<file path="config.mk">
export PLATFORM = sky130hd
export DESIGN_NAME = dht22_single_wire_reader_unit
export DESIGN_NICKNAME = d
export VERILOG_FILES = /design/src/hdl/dht_pkg.sv /design/src/hdl/dht_in_reg.sv /design/src/hdl/dht_core.sv /design/src/hdl/dht_out_reg.sv /design/src/hdl/dht22_single_wire_reader_unit.sv
export SDC_FILE = /design/constraint.sdc
export NUM_CORES = 1
export LEC_CHECK = 0
export BUFFER_PORTS_ARGS = -buffer_cell sky130_fd_sc_hd__buf_2
export CAP_MARGIN = 15
export CORE_ASPECT_RATIO = 1.5
export CORE_UTILIZATION = 48
export DETAILED_ROUTE_END_ITERATION = 10
export HOLD_SLACK_MARGIN = 0.05
export PLACE_DENSITY = 0.66
export SETUP_SLACK_MARGIN = 0.3
export SLEW_MARGIN = 20
export SYNTH_ARGS = -nofsm -noshare
export SYNTH_HDL_FRONTEND = slang
export SYNTH_SLANG_ARGS = --single-unit
</file>
<file path="constraint.sdc">
create_clock -name i_clk -period 5.01 [get_ports i_clk]
set_input_delay 0.2505 -clock i_clk [delete_from_list [all_inputs] [get_ports i_clk]]
set_output_delay 0.2505 -clock i_clk [all_outputs]
set_load 0.02 [all_outputs]
</file>
<file path="src/hdl/dht_pkg.sv">
// Shared types and constants for the single-wire sensor reader.
package dht_pkg;

    localparam int CNT_W      = 20;
    localparam int NUM_BYTES  = 5;
    localparam int FRAME_BITS = NUM_BYTES * 8;

    localparam logic [CNT_W-1:0] CNT_MAX         = '1;
    localparam logic [3:0]       FIRST_BYTE_BITS = 4'd10;
    localparam logic [3:0]       BYTE_BITS       = 4'd8;
    localparam logic [2:0]       LAST_BYTE       = 3'(NUM_BYTES - 1);

    localparam logic [1:0] STATUS_OK       = 2'd0;
    localparam logic [1:0] STATUS_CHECKSUM = 2'd1;
    localparam logic [1:0] STATUS_TIMEOUT  = 2'd2;

    localparam logic [1:0] CFG_STROBE    = 2'd0;
    localparam logic [1:0] CFG_TIMEOUT   = 2'd1;
    localparam logic [1:0] CFG_THRESHOLD = 2'd2;

    localparam logic [CNT_W-1:0] RST_STROBE    = 20'd2000;
    localparam logic [CNT_W-1:0] RST_TIMEOUT   = 20'd200;
    localparam logic [CNT_W-1:0] RST_THRESHOLD = 20'd50;

    typedef enum logic [1:0] {
        PH_IDLE   = 2'd0,
        PH_STROBE = 2'd1,
        PH_LISTEN = 2'd2
    } t_phase;

    typedef struct packed {
        logic action;
        logic line_level;
    } t_item;

    typedef struct packed {
        logic [CNT_W-1:0] strobe_ticks;
        logic [CNT_W-1:0] timeout_ticks;
        logic [CNT_W-1:0] one_threshold_ticks;
    } t_cfg;

    typedef struct packed {
        logic        drive_low;
        logic        busy_res;
        logic        done_res;
        logic [1:0]  status;
        logic [15:0] humidity;
        logic [15:0] temperature;
    } t_result;

endpackage

</file>
<file path="src/hdl/dht_in_reg.sv">
// Input register stage: holds one accepted tick until the core consumes it.
module dht_in_reg
    import dht_pkg::*;
(
    input  logic  i_clk,
    input  logic  i_rst_n,
    input  logic  i_valid,
    output logic  o_ready,
    input  t_item i_item,
    input  logic  i_advance,
    output logic  o_valid,
    output t_item o_item
);

    logic  r_valid;
    t_item r_item;

    assign o_ready = !r_valid || i_advance;
    assign o_valid = r_valid;
    assign o_item  = r_item;

    always_ff @(posedge i_clk) begin
        if (!i_rst_n) begin
            r_valid <= 1'b0;
        end else if (o_ready) begin
            r_valid <= i_valid;
        end
    end

    always_ff @(posedge i_clk) begin
        if (o_ready && i_valid) begin
            r_item <= i_item;
        end
    end

endmodule

</file>
<file path="src/hdl/dht_core.sv">
// Protocol state machine, bit shifter, checksum and result formatting.
module dht_core
    import dht_pkg::*;
(
    input  logic    i_clk,
    input  logic    i_rst_n,
    input  logic    i_advance,
    input  t_item   i_item,
    input  t_cfg    i_cfg,
    output t_result o_result
);

    t_phase                r_phase, n_phase;
    logic [CNT_W-1:0]      r_elapsed, n_elapsed;
    logic                  r_prev, n_prev;
    logic [FRAME_BITS-1:0] r_shift, n_shift;
    logic [2:0]            r_byte_idx, n_byte_idx;
    logic [3:0]            r_bits_rem, n_bits_rem;
    logic [7:0]            r_sum, n_sum;
    logic [15:0]           r_hum, n_hum;
    logic [15:0]           r_temp, n_temp;
    logic [1:0]            r_status, n_status;

    logic                  cnt_sat;
    logic [CNT_W-1:0]      cnt_inc;
    logic                  edge_seen;
    logic                  falling;
    logic                  bit_val;
    logic [FRAME_BITS-1:0] shift_nxt;
    logic [3:0]            bits_dec;
    logic                  byte_end;
    logic                  last_byte;
    logic                  frame_end;
    logic                  timed_out;
    logic [15:0]           mag;
    logic                  drive;
    logic                  done;

    assign cnt_sat   = (r_elapsed == CNT_MAX);
    assign cnt_inc   = cnt_sat ? r_elapsed : r_elapsed + 20'd1;
    assign edge_seen = (i_item.line_level != r_prev);
    assign falling   = edge_seen && !i_item.line_level;
    assign bit_val   = (r_elapsed > i_cfg.one_threshold_ticks);
    assign shift_nxt = {r_shift[FRAME_BITS-2:0], bit_val};
    assign bits_dec  = r_bits_rem - 4'd1;
    assign byte_end  = (bits_dec == 4'd0);
    assign last_byte = (r_byte_idx >= LAST_BYTE);
    assign frame_end = falling && byte_end && last_byte;
    assign timed_out = !edge_seen && (cnt_inc >= i_cfg.timeout_ticks);
    // Bytes 2 and 3 form a sign-magnitude temperature once the last bit is in.
    assign mag       = {1'b0, shift_nxt[22:16], shift_nxt[15:8]};

    // Next phase.
    always_comb begin
        n_phase = r_phase;
        if (i_item.action) begin
            n_phase = PH_STROBE;
        end else begin
            unique case (r_phase)
                PH_STROBE: begin
                    if (cnt_inc >= i_cfg.strobe_ticks) begin
                        n_phase = PH_LISTEN;
                    end
                end
                PH_LISTEN: begin
                    if (frame_end || timed_out) begin
                        n_phase = PH_IDLE;
                    end
                end
                default: begin
                    n_phase = PH_IDLE;
                end
            endcase
        end
    end

    // Datapath and per-tick outputs.
    always_comb begin
        n_elapsed  = r_elapsed;
        n_prev     = r_prev;
        n_shift    = r_shift;
        n_byte_idx = r_byte_idx;
        n_bits_rem = r_bits_rem;
        n_sum      = r_sum;
        n_hum      = r_hum;
        n_temp     = r_temp;
        n_status   = r_status;
        drive      = 1'b0;
        done       = 1'b0;
        if (i_item.action) begin
            n_elapsed  = '0;
            n_prev     = 1'b1;
            n_byte_idx = '0;
            n_bits_rem = FIRST_BYTE_BITS;
            n_sum      = '0;
            drive      = 1'b1;
        end else begin
            unique case (r_phase)
                PH_STROBE: begin
                    if (cnt_inc >= i_cfg.strobe_ticks) begin
                        n_elapsed = '0;
                        n_prev    = 1'b1;
                    end else begin
                        n_elapsed = cnt_inc;
                        drive     = 1'b1;
                    end
                end
                PH_LISTEN: begin
                    if (edge_seen) begin
                        n_prev    = i_item.line_level;
                        n_elapsed = '0;
                        if (falling) begin
                            n_shift    = shift_nxt;
                            n_bits_rem = bits_dec;
                            if (byte_end) begin
                                n_bits_rem = BYTE_BITS;
                                if (last_byte) begin
                                    n_hum    = shift_nxt[39:24];
                                    n_temp   = shift_nxt[23] ? 16'(16'd0 - mag) : mag;
                                    n_status = (shift_nxt[7:0] == r_sum) ? STATUS_OK
                                                                         : STATUS_CHECKSUM;
                                    done     = 1'b1;
                                end else begin
                                    n_sum      = r_sum + shift_nxt[7:0];
                                    n_byte_idx = r_byte_idx + 3'd1;
                                end
                            end
                        end
                    end else begin
                        n_elapsed = cnt_inc;
                        if (timed_out) begin
                            n_status = STATUS_TIMEOUT;
                            done     = 1'b1;
                        end
                    end
                end
                default: begin
                end
            endcase
        end
    end

    always_comb begin
        o_result.drive_low   = drive;
        o_result.busy_res    = (n_phase != PH_IDLE);
        o_result.done_res    = done;
        o_result.status      = n_status;
        o_result.humidity    = n_hum;
        o_result.temperature = n_temp;
    end

    always_ff @(posedge i_clk) begin
        if (!i_rst_n) begin
            r_phase    <= PH_IDLE;
            r_elapsed  <= '0;
            r_prev     <= 1'b1;
            r_byte_idx <= '0;
            r_bits_rem <= FIRST_BYTE_BITS;
            r_sum      <= '0;
            r_hum      <= '0;
            r_temp     <= '0;
            r_status   <= STATUS_OK;
        end else if (i_advance) begin
            r_phase    <= n_phase;
            r_elapsed  <= n_elapsed;
            r_prev     <= n_prev;
            r_byte_idx <= n_byte_idx;
            r_bits_rem <= n_bits_rem;
            r_sum      <= n_sum;
            r_hum      <= n_hum;
            r_temp     <= n_temp;
            r_status   <= n_status;
        end
    end

    // Received bits need no reset: every bit is overwritten before it is used.
    always_ff @(posedge i_clk) begin
        if (i_advance) begin
            r_shift <= n_shift;
        end
    end

endmodule

</file>
<file path="src/hdl/dht_out_reg.sv">
// Result register: holds one result until the downstream side takes it.
module dht_out_reg
    import dht_pkg::*;
(
    input  logic    i_clk,
    input  logic    i_rst_n,
    input  logic    i_in_valid,
    input  t_result i_result,
    input  logic    i_ready,
    output logic    o_advance,
    output logic    o_valid,
    output t_result o_result
);

    logic    r_valid;
    t_result r_result;

    assign o_advance = i_in_valid && (!r_valid || i_ready);
    assign o_valid   = r_valid;
    assign o_result  = r_result;

    always_ff @(posedge i_clk) begin
        if (!i_rst_n) begin
            r_valid <= 1'b0;
        end else if (o_advance) begin
            r_valid <= 1'b1;
        end else if (i_ready) begin
            r_valid <= 1'b0;
        end
    end

    always_ff @(posedge i_clk) begin
        if (o_advance) begin
            r_result <= i_result;
        end
    end

endmodule

</file>
<file path="src/hdl/dht22_single_wire_reader_unit.sv">
// Top level of the single-wire humidity and temperature sensor reader.
//
//  Channel   | Direction | Payload
//  ----------+-----------+-------------------------------------------------------
//  s_axis    | in        | tdata: line_level; tuser: action (1 = start)
//  m_axis    | out       | tdata: drive_low, busy_res, done_res, status,
//            |           |        humidity, temperature
//  cfg write | in        | i_cfg_index selects strobe, timeout or threshold
//
// Each input transaction is one timer tick and produces exactly one output
// transaction. A tick passes an input register, then one step of the protocol
// logic (counter increment and compare, bit shift, checksum add) into the
// result register: one tick per cycle sustained while the output is not
// stalled, set by the single-step state update. Reset is synchronous and
// active low and loads the configuration defaults. A stall on the output holds
// the result register and, through it, the protocol state; the input register
// takes at most one more tick before s_axis_tready falls.
module dht22_single_wire_reader_unit
    import dht_pkg::*;
(
    input  logic                i_clk,
    input  logic                i_rst_n,
    // Input ticks.
    input  logic                s_axis_tvalid,
    output logic                s_axis_tready,
    input  logic [7:0]          s_axis_tdata,   // [0] line_level, [7:1] zero
    input  logic [0:0]          s_axis_tuser,   // [0] action
    // Results.
    output logic                m_axis_tvalid,
    input  logic                m_axis_tready,
    output logic [39:0]         m_axis_tdata,   // [0] drive_low, [1] busy_res,
                                                // [2] done_res, [4:3] status,
                                                // [20:5] humidity,
                                                // [36:21] temperature, [39:37] zero
    // Configuration writes.
    input  logic                i_cfg_we,
    input  logic [1:0]          i_cfg_index,
    input  logic [CNT_W-1:0]    i_cfg_data
);

    t_cfg    r_cfg;
    t_item   in_item;
    t_item   core_item;
    logic    core_valid;
    logic    advance;
    t_result core_result;
    t_result out_result;

    // Configuration registers; writes to an unused index are dropped.
    always_ff @(posedge i_clk) begin
        if (!i_rst_n) begin
            r_cfg.strobe_ticks        <= RST_STROBE;
            r_cfg.timeout_ticks       <= RST_TIMEOUT;
            r_cfg.one_threshold_ticks <= RST_THRESHOLD;
        end else if (i_cfg_we) begin
            unique case (i_cfg_index)
                CFG_STROBE:    r_cfg.strobe_ticks        <= i_cfg_data;
                CFG_TIMEOUT:   r_cfg.timeout_ticks       <= i_cfg_data;
                CFG_THRESHOLD: r_cfg.one_threshold_ticks <= i_cfg_data;
                default: begin
                end
            endcase
        end
    end

    assign in_item.action     = s_axis_tuser[0];
    assign in_item.line_level = s_axis_tdata[0];

    dht_in_reg u_in_reg (
        .i_clk     (i_clk),
        .i_rst_n   (i_rst_n),
        .i_valid   (s_axis_tvalid),
        .o_ready   (s_axis_tready),
        .i_item    (in_item),
        .i_advance (advance),
        .o_valid   (core_valid),
        .o_item    (core_item)
    );

    // The core state only moves when a tick is handed to the result register.
    dht_core u_core (
        .i_clk    (i_clk),
        .i_rst_n  (i_rst_n),
        .i_advance(advance),
        .i_item   (core_item),
        .i_cfg    (r_cfg),
        .o_result (core_result)
    );

    dht_out_reg u_out_reg (
        .i_clk     (i_clk),
        .i_rst_n   (i_rst_n),
        .i_in_valid(core_valid),
        .i_result  (core_result),
        .i_ready   (m_axis_tready),
        .o_advance (advance),
        .o_valid   (m_axis_tvalid),
        .o_result  (out_result)
    );

    assign m_axis_tdata = {3'b000,
                           out_result.temperature,
                           out_result.humidity,
                           out_result.status,
                           out_result.done_res,
                           out_result.busy_res,
                           out_result.drive_low};

endmodule

</file>
==> impl_metrics.csv, run 1 <==
group,metric,value,unit
sta,worst_pin_slew,957,ps
placement,place.gp.congestion,0.844,
power_and_ir_drop,ir_worst_vdd,239,uV
final_layout,syn2layout_area_growth,14.1,%
route,drt_iter0_markers,437,
clock_tree,clock_latency,500,ps
synthesis,ys_top_cells_by_area,"dfxtp_1 (26%), edfxtp_1 (22%), ha_1 (9.2%)",
grt,use_met2,40.2,%
synthesis,synth-seq-area-share,48.2,%
placement,place_ws,957,ps
power_and_ir_drop,power.leakage,4.74,nW
final_layout,final_util,56.2,%
placement,numPortBuffers,67,
synthesis,yosys_most_used_dff,"dfxtp_1",
clock_tree,clk_path_buf_depth,3,
grt,grt_use_met3,2.38,%
route,drt_drc_violations_left,0,
floorplanning,io_pins,78,
run_status,run_status,"finished clean",
floorplanning,coreArea,0.0211,mm2
hold_path,min_path_cells,4,
final_layout,drive_gt1_share,12.1,%
final_layout,layoutNonFillerInstCount,1479,
sta,max_clock_freq,246,MHz
clock_tree,cts_tree,"yes",
grt,globalRouteMet1Util,24.9,%
route,via_per_inst,5.47,
grt,grt.busiest_layer,"met2",
grt,grt.overflow.total,0,
clock_tree,clkTransAtPathRegs,60,ps
grt,grt_pass1_wl,38.5,mm
final_layout,mostFrequentLayoutCell,"nand2_1",
synthesis,postSynthAreaPerCell,9.27,um2
sta,finalCritPeriodShare,81.3,%
sta,finalSetupViolations,0,
synthesis,ys_ff_latch,212,
grt,grt_pass1_vias,7932,
floorplanning,start_util,49.3,%
grt,antenna_found_initial,0,
clock_tree,clock_sinks,212,
setup_path,critPathKind,"reg2reg",
grt,grt_max_degree,65,
route,wl,23.3,mm
synthesis,ys_async_sr_fraction,0,%
final_layout,final_cell_mix,"nand2_1 (168), dfxtp_1 (134), a21oi_1 (94)",
floorplanning,row_count,65,
setup_path,worst-path-max-fanout,8,
synthesis,yosysTopAreaCell,"dfxtp_1",
power_and_ir_drop,p_per_area,310,mW/mm2
route,routedWlPerCell,15.7,um
clock_tree,htreeDepth,1,
setup_path,rr_worst_depth,13,
synthesis,synth_top_area_share,25.7,%
hold_path,hold_path_class,"in2reg",
sta,skew,13.4,ps
sta,slew_viol_final,0,
sta,finalHoldViolations,0,
setup_path,required,5370,ps
clock_tree,postCtsSetupBuffers,0,
sta,maxSlewHeadroom,36.2,%
final_layout,final.fill_count,1940,
final_layout,fin_nets,1311,
sta,fin_tns_setup,0,ps
placement,dpl.hpwl,15.8,mm
flow_run,cap_violations,0,
grt,grtUsageTotal,21.5,%
placement,dp_cells,1419,
sta,rsz0062_at_grt,"false",
synthesis,netlist_area,0.0104,mm2
synthesis,ys_warn_count,0,
synthesis,ys_types,73,
setup_path,cp-end-kind,"flop",
sta,setup_slack,939,ps
sta,fin_crit,4070,ps
final_layout,antenna_cells,0,
floorplanning,fp.dieH,182,um
synthesis,netlist_instances,1124,
route,drt_pass1_iterations,4,
clock_tree,root_buffer,"clkbuf_16",
route,detailroute.via_count,8093,
route,final_antenna_net_count,0,
floorplanning,die_w,122,um
setup_path,critPathArrivalTime,4430,ps
clock_tree,cts_made_buffers,21,
synthesis,synth_edf_count,78,
floorplanning,dieArea,0.0223,mm2
setup_path,cp-start-kind,"flop",
-- worst paths after layout --
path	start	endpoint	slack, ps
setup / recovery	u_core.r_elapsed[0]$_SDFFE_PN0P_	u_out_reg.o_result[35]$_DFFE_PP_	940
hold / removal	m_axis_tready	u_out_reg.o_valid$_SDFFE_PN0P_	70
setup reg to reg	u_core.r_elapsed[0]$_SDFFE_PN0P_	u_out_reg.o_result[35]$_DFFE_PP_	940
hold reg to reg	u_core.r_shift[24]$_DFFE_PP_	u_core.r_shift[25]$_DFFE_PP_	450
-- synth_stat cells (3+ instances only) --
cell type	number
ha_1	77
nor3b_1	3
edfxtp_1	78
clkbuf_1	40
o21ai_0	53
o22ai_1	3
and3_1	9
nor3_1	14
buf_2	8
xnor2_1	20
or2_2	3
o31ai_1	15
nor2b_1	7
a31oi_1	5
mux2i_1	3
o211ai_1	15
inv_1	82
dfxtp_1	134
nand2_1	168
nand2b_1	7
a21oi_1	94
a211oi_1	7
o2111ai_1	9
mux2_2	18
xor2_1	15
nand3b_1	3
a21o_1	10
or3_1	3
buf_1	3
nor2_1	91
nand4_1	19
and2_1	5
and4_1	4
nand3_1	35
buf_4	3
o21ai_1	8
o21a_1	4
a22oi_1	8
-- per-stage QoR --
step / hold slack (ps) / total power, mW / area, um2
2_1_floorplan: 349 / 2.03 / 10400
3_3_place_gp: 430 / 2.10 / 11000
3_5_place_dp: 429 / 2.10 / 11000
4_1_cts: 53.6 / 3.72 / 11900
5_1_grt: 90.1 / 3.82 / 11900
6_report: 66.0 / 3.68 / 11900
-- registers in the layout, indices dropped and copies added (netlist names) --
signal,cells
r_cfg,60
u_core.r_shift,39
u_out_reg.o_result,37
u_core.r_elapsed,20
u_core.r_hum,16
u_core.r_temp,16
u_core.r_sum,8
u_core.r_bits_rem,4
u_core.r_byte_idx,3
u_core.r_phase,2
u_core.r_status,2
u_in_reg.o_item,2
u_core.r_prev,1
u_in_reg.o_valid,1
u_out_reg.o_valid,1
-- where the power goes --
group	internal, mW	switching, mW	leakage, nW
clock network	0.942	0.661	0.329
logic	0.0821	0.150	2.61
registers	1.82	0.0195	1.80
-- cell families (layout without fill, tap and decap cells) --
logic type / count (synthesis) / count (layout) / synth area share [%]
other: 1 / 3 / 0.0360
buffers and inverters: 137 / 222 / 5.14
AO/OA/AOI/OAI: 252 / 252 / 14.8
XOR/XNOR: 36 / 36 / 3.10
AND/OR/NAND/NOR: 387 / 387 / 17.0
adder cells (fa/ha/maj): 78 / 78 / 9.44
flip-flops: 212 / 212 / 48.2
multiplexers: 21 / 21 / 2.23
-- worst max-delay path, stage by stage (launching register included) --
cell and delay (ps):
dfxtp_1 370, ha_1 310, and4_1 220, a21oi_1 330, and3_1 270, xor2_1 270, ha_1 300, a21o_1 160
a211o_1 310, a2111oi_0 460, o31ai_1 220, a21oi_2 350, and3_1 240, a211o_1 120
-- layer usage --
metal  vias up  part of all wire, %
li1       4092                    -
met1      3823                   42
met2       137                   53
met3        41                  3.0
met4         0                  2.4
met5         -                    0
-- layout make-up --
type / count / area [um2] / area share (%)
flip-flops and latches: 212 / 5020 / 42.3
multi-input cells: 777 / 4870 / 41.0
repair buffers: 102 / 656 / 5.52
clock buffers: 27 / 558 / 4.70
well taps: 268 / 335 / 2.82
inverters: 83 / 312 / 2.62
clock inverters: 10 / 126 / 1.06
-- timing repair --
item	in CTS	in global routing
endpoints found under the hold margin	63	0
hold buffers	23	0
resized for setup	0	0
No activity file was read; power rests on OpenSTA's default activity.
==> run 2: changes to the inputs <==
==> constraint.sdc (replaced) <==
create_clock -name i_clk -period 3.75 [get_ports i_clk]
set_input_delay 0.1875 -clock i_clk [delete_from_list [all_inputs] [get_ports i_clk]]
set_output_delay 0.1875 -clock i_clk [all_outputs]
set_load 0.02 [all_outputs]
==> impl_metrics.csv, run 2 (synthesis results as in run 1) <==
group,metric,value,unit
run_status,run_status,"finished clean",
setup_path,critPathKind,"reg2reg",
clock_tree,clkTransAtPathRegs,60,ps
sta,maxSlewHeadroom,34.7,%
placement,dpl.hpwl,16.3,mm
grt,grt_pass1_wl,38.3,mm
route,drt_drc_violations_left,0,
hold_path,min-delay-start,"i_cfg_index[0]",
hold_path,hold_path_class,"in2reg",
floorplanning,start_util,49.3,%
floorplanning,fp.dieH,182,um
grt,grtUsageTotal,21.4,%
sta,setup_slack,400,ps
clock_tree,root_buffer,"clkbuf_16",
floorplanning,io_pins,78,
setup_path,critPathArrivalTime,3720,ps
placement,place_area,0.0113,mm2
setup_path,cp-end-kind,"flop",
final_layout,fin_nets,1368,
route,final_antenna_net_count,0,
sta,fin_hold_ws,273,ps
clock_tree,cts_made_buffers,22,
setup_path,crit_start,"u_core.r_elapsed[12]$_SDFFE_PN0P_",
sta,fin_tns_setup,0,ps
clock_tree,clock_latency,500,ps
power_and_ir_drop,ir_worst_vdd,340,uV
floorplanning,row_count,65,
placement,numPortBuffers,67,
setup_path,r2r_slack,400,ps
clock_tree,clk_path_buf_depth,3,
grt,grt_pass1_vias,7974,
final_layout,mostFrequentLayoutCell,"nand2_1",
final_layout,syn2layout_area_growth,22.2,%
final_layout,final.fill_count,1858,
grt,antenna_found_initial,0,
final_layout,largest_reg_flops,60,
route,drt_pass1_iterations,5,
power_and_ir_drop,p_per_area,378,mW/mm2
route,routedWlPerCell,15.6,um
sta,rsz0062_at_grt,"true",
route,drt_iter0_markers,472,
final_layout,largest-register,"r_cfg",
sta,finalHoldViolations,0,
final_layout,drive_gt1_share,20.6,%
route,detailroute.via_count,8392,
flow_run,cap_violations,0,
setup_path,worst-path-max-fanout,6,
clock_tree,htreeDepth,1,
grt,grt.overflow.total,0,
route,wl,24.0,mm
setup_path,required,4120,ps
floorplanning,coreArea,0.0211,mm2
sta,max_clock_freq,298,MHz
sta,finalCritPeriodShare,89.3,%
placement,place.gp.congestion,0.869,
power_and_ir_drop,power.leakage,5.13,nW
sta,fin_crit,3350,ps
final_layout,final_cell_mix,"nand2_1 (164), dfxtp_1 (127), nor2_1 (88), a21oi_1 (88), inv_1 (81)",
clock_tree,cts_tree,"yes",
sta,finalSetupViolations,0,
sta,slew_viol_final,0,
floorplanning,dieArea,0.0223,mm2
setup_path,cp-start-kind,"flop",
floorplanning,die_w,122,um
final_layout,fin_area,0.0127,mm2
sta,skew,9.71,ps
clock_tree,clock_sinks,212,
sta,worst_pin_slew,979,ps
setup_path,timing.rr.start,"u_core.r_elapsed[12]$_SDFFE_PN0P_",
grt,grt_max_degree,61,
final_layout,antenna_cells,0,
route,via_per_inst,5.46,
placement,place_ws,-15.5,ps
## run 2: cell types whose count changed in the layout (fill, tap and decap cells not counted), moves of 5 or more
cell	before	now
dfxtp_2	0	6
ha_4	0	6
buf_4	12	61
o31ai_1	15	10
a21oi_1	94	88
a21oi_2	1	6
ha_1	77	71
dfxtp_1	134	127
nand3_1	35	29
## run 2: worst paths after layout
| path | end | cells past startpoint |
|---|---|---|
| setup / recovery | u_out_reg.o_result[35]$_DFFE_PP_ | 16 |
| hold / removal | r_cfg[51]$_SDFFE_PN0P_ | 5 |
| setup reg to reg | u_out_reg.o_result[35]$_DFFE_PP_ | 16 |
| hold reg to reg | u_core.r_shift[24]$_DFFE_PP_ | 0 |
## run 2: final cells by class
type | count | area, um2 | area share [%]
Clock buffer | 28 | 594 | 4.67
Multi-Input combinational cell | 777 | 5270 | 41.4
Inverter | 83 | 312 | 2.45
Tap cell | 268 | 335 | 2.63
Timing Repair Buffer | 158 | 1120 | 8.81
Sequential cell | 212 | 5040 | 39.6
Clock inverter | 12 | 67.6 | 0.531
## run 2: what timing repair did
item,in CTS,in global routing
hold buffers,25,0
buffers inserted,6,7
gates resized for setup,26,58
hold endpoints to repair,66,0
pin swaps,9,30
gates cloned,0,1
endpoints found under the setup margin,30,31
## run 2: worst max-delay path, stage by stage, from the launching register on
cell and delay [ps]:
dfxtp_1 320, and3_1 200, and4bb_4 260, a21oi_4 150, buf_4 150, nand4_1 160, xnor2_2 280, buf_4 150
ha_1 220, a21oi_1 150, nor2_1 80, a2111oi_4 330, o31ai_4 150, a21oi_2 160, buf_4 160, and3_4 190
a211o_1 120
## run 2: report_power, final
part | switching (mW) | internal (mW)
clock | 0.892 | 1.13
sequential | 0.0256 | 2.44
combinational | 0.211 | 0.122
total | 1.13 | 3.69
## run 2: stage by stage
| step | utilization [%] | std cells | power, mW |
|---|---|---|---|
| 2_1_floorplan | - | 1126 | 2.71 |
| 5_1_grt | 60.2 | 1538 | 4.98 |
| 3_3_place_gp | 53.4 | 1459 | 2.80 |
| 4_1_cts | 58.4 | 1530 | 4.85 |
| 6_report | 60.2 | 1538 | 4.81 |
| 3_5_place_dp | 53.4 | 1459 | 2.81 |
## run 2: per-layer routing
| layer | GRT usage (%) | vias up | wire length, um |
|---|---|---|---|
| met3 | 2.47 | 41 | 780 |
| met5 | 0 | - | 0 |
| met1 | 24.4 | 3995 | 9790 |
| li1 | - | 4200 | - |
| met4 | 6.59 | 0 | 584 |
| met2 | 40.5 | 156 | 12800 |
==> run 3: changes to the inputs <==
--- a/config.mk
+++ b/config.mk
@@ -10,8 +10,10 @@
 export CORE_ASPECT_RATIO = 1.5
 export CORE_UTILIZATION = 48
 export DETAILED_ROUTE_END_ITERATION = 10
+export GPL_ROUTABILITY_DRIVEN = 0
 export HOLD_SLACK_MARGIN = 0.05
 export PLACE_DENSITY = 0.66
+export RECOVER_POWER = 50
 export SETUP_SLACK_MARGIN = 0.3
 export SLEW_MARGIN = 20
 export SYNTH_ARGS = -nofsm -noshare
==> impl_metrics.csv, run 3 (synthesis results as in run 1) <==
group,metric,value,unit
grt,antenna_found_initial,0,
power_and_ir_drop,seq_power_share,51.2,%
route,drt_drc_violations_left,0,
sta,rsz0062_at_grt,"true",
sta,finalHoldViolations,0,
floorplanning,io_pins,78,
clock_tree,clock_sinks,212,
floorplanning,row_count,65,
final_layout,fin_area,0.0127,mm2
sta,skew,10.7,ps
floorplanning,dieArea,0.0223,mm2
floorplanning,die_w,122,um
final_layout,final_cell_mix,"nand2_1 (164), dfxtp_1 (127), nor2_1 (88), a21oi_1 (88), inv_1 (82)",
clock_tree,htreeDepth,1,
clock_tree,clk_path_buf_depth,3,
route,final_antenna_net_count,0,
final_layout,antenna_cells,0,
power_and_ir_drop,p_per_area,380,mW/mm2
power_and_ir_drop,power.leakage,5.02,nW
final_layout,largest_reg_flops,60,
grt,grt_pass1_wl,38.3,mm
final_layout,mostFrequentLayoutCell,"nand2_1",
sta,maxSlewHeadroom,-34.0,%
sta,max_clock_freq,298,MHz
run_status,run_status,"complete, but fails checks",
grt,grt.busiest_layer,"met2",
sta,slew_viol_final,43,
route,drt_pass1_iterations,7,
sta,finalCritPeriodShare,89.5,%
final_layout,drive_gt1_share,17.3,%
final_layout,largest-register,"r_cfg",
floorplanning,start_util,49.3,%
clock_tree,cts_made_buffers,22,
route,detailroute.via_count,8381,
power_and_ir_drop,clock_power_share,42.0,%
final_layout,syn2layout_area_growth,21.7,%
setup_path,worst-path-max-fanout,7,
placement,numPortBuffers,67,
final_layout,final_util,59.9,%
setup_path,critPathArrivalTime,3720,ps
setup_path,cp-end-kind,"flop",
route,via_per_inst,5.45,
setup_path,critPathKind,"reg2reg",
floorplanning,coreArea,0.0211,mm2
power_and_ir_drop,sw_frac_of_total,23.5,%
clock_tree,clkTransAtPathRegs,60,ps
clock_tree,cts_tree,"yes",
grt,grt_max_degree,61,
hold_path,hold_path_class,"in2reg",
grt,grtUsageTotal,21.4,%
clock_tree,root_buffer,"clkbuf_16",
grt,grt_use_met3,2.47,%
grt,grt_pass1_vias,7974,
grt,use_met2,40.5,%
power_and_ir_drop,cell_internal_pwr,3.68,mW
placement,dpl.hpwl,16.3,mm
power_and_ir_drop,ir_worst_vdd,341,uV
setup_path,required,4120,ps
clock_tree,clock_latency,500,ps
power_and_ir_drop,switchingPower,1.13,mW
floorplanning,fp.dieH,182,um
power_and_ir_drop,pwr-share-comb,6.8,%
sta,worst_pin_slew,2010,ps
sta,finalSetupViolations,0,
sta,fin_tns_setup,0,ps
route,wl,24.1,mm
final_layout,fin_nets,1368,
route,routedWlPerCell,15.6,um
placement,place_area,0.0113,mm2
grt,globalRouteMet1Util,24.4,%
setup_path,cp-start-kind,"flop",
flow_run,cap_violations,1,
sta,fin_crit,3360,ps
grt,grt.overflow.total,0,
route,drt_iter0_markers,495,
run_status,violations,"capacitance limit, slew limit",
[run 3: changes by cell type in the layout (fill, tap and decap cells not counted), sizes merged]
cell,change
buf,-42
clkbuf,+42
[run 3: cell type report]
| cell class | count | area, um2 |
|---|---|---|
| Clock buffer | 28 | 594 |
| Tap cell | 268 | 335 |
| Timing Repair Buffer | 158 | 1070 |
| Inverter | 83 | 312 |
| Clock inverter | 12 | 67.6 |
| Multi-Input combinational cell | 777 | 5270 |
| Sequential cell | 212 | 5040 |
| Fill cell | 1879 | 8470 |
[run 3: routing by layer]
metal	part of all wire, %	vias up
met2	53	159
li1	-	4197
met4	2.3	0
met1	41	3986
met3	3.3	39
met5	0	-
[run 3: what timing repair did]
action,CTS,global route
pin swaps,9,30
cloned,0,1
endpoints found under the setup margin,30,31
hold endpoints to repair,66,0
hold buffers,25,0
gates resized for setup,26,58
setup buffers,6,7
[run 3: power groups by stage]
stage               Sequential (mW)  Combinational, mW  Clock, mW
floorplan                      2.53              0.173          0
global placement               2.51              0.291          0
detailed placement             2.51              0.294          0
CTS                            2.46              0.319       2.07
global route                   2.47              0.364       2.14
finish                         2.46              0.327       2.02
[run 3: metrics by stage]
step	total power, mW	hold WS, ps	cells	setup slack [ps]
5_1_grt	4.98	292	1538	278
4_1_cts	4.85	255	1530	305
3_5_place_dp	2.81	366	1459	-15.5
6_report	4.81	273	1538	395
3_3_place_gp	2.80	367	1459	83.2
2_1_floorplan	2.71	286	1126	391
[run 3: path summary, 6_finish.rpt]
path | startpoint | end | slack (ps) | cells past startpoint
min | i_cfg_index[0] | r_cfg[45]$_SDFFE_PN0P_ | 270 | 5
max | u_core.r_elapsed[5]$_SDFFE_PN0P_ | u_out_reg.o_result[35]$_DFFE_PP_ | 390 | 16
min reg2reg | u_core.r_shift[23]$_DFFE_PP_ | u_core.r_shift[24]$_DFFE_PP_ | 440 | 0
max reg2reg | u_core.r_elapsed[5]$_SDFFE_PN0P_ | u_out_reg.o_result[35]$_DFFE_PP_ | 390 | 16
[run 3: critical path: stages (launching register included)]
cell and delay [ps]:
dfxtp_2 330, and4_4 220, and4_4 220, a21oi_4 160, buf_4 150, nand4_1 160, xnor2_2 280, buf_4 150
ha_1 220, a21oi_1 150, nor2_1 80, a2111oi_4 330, o31ai_4 150, a21oi_2 160, buf_4 160, and3_4 190
a211o_1 120
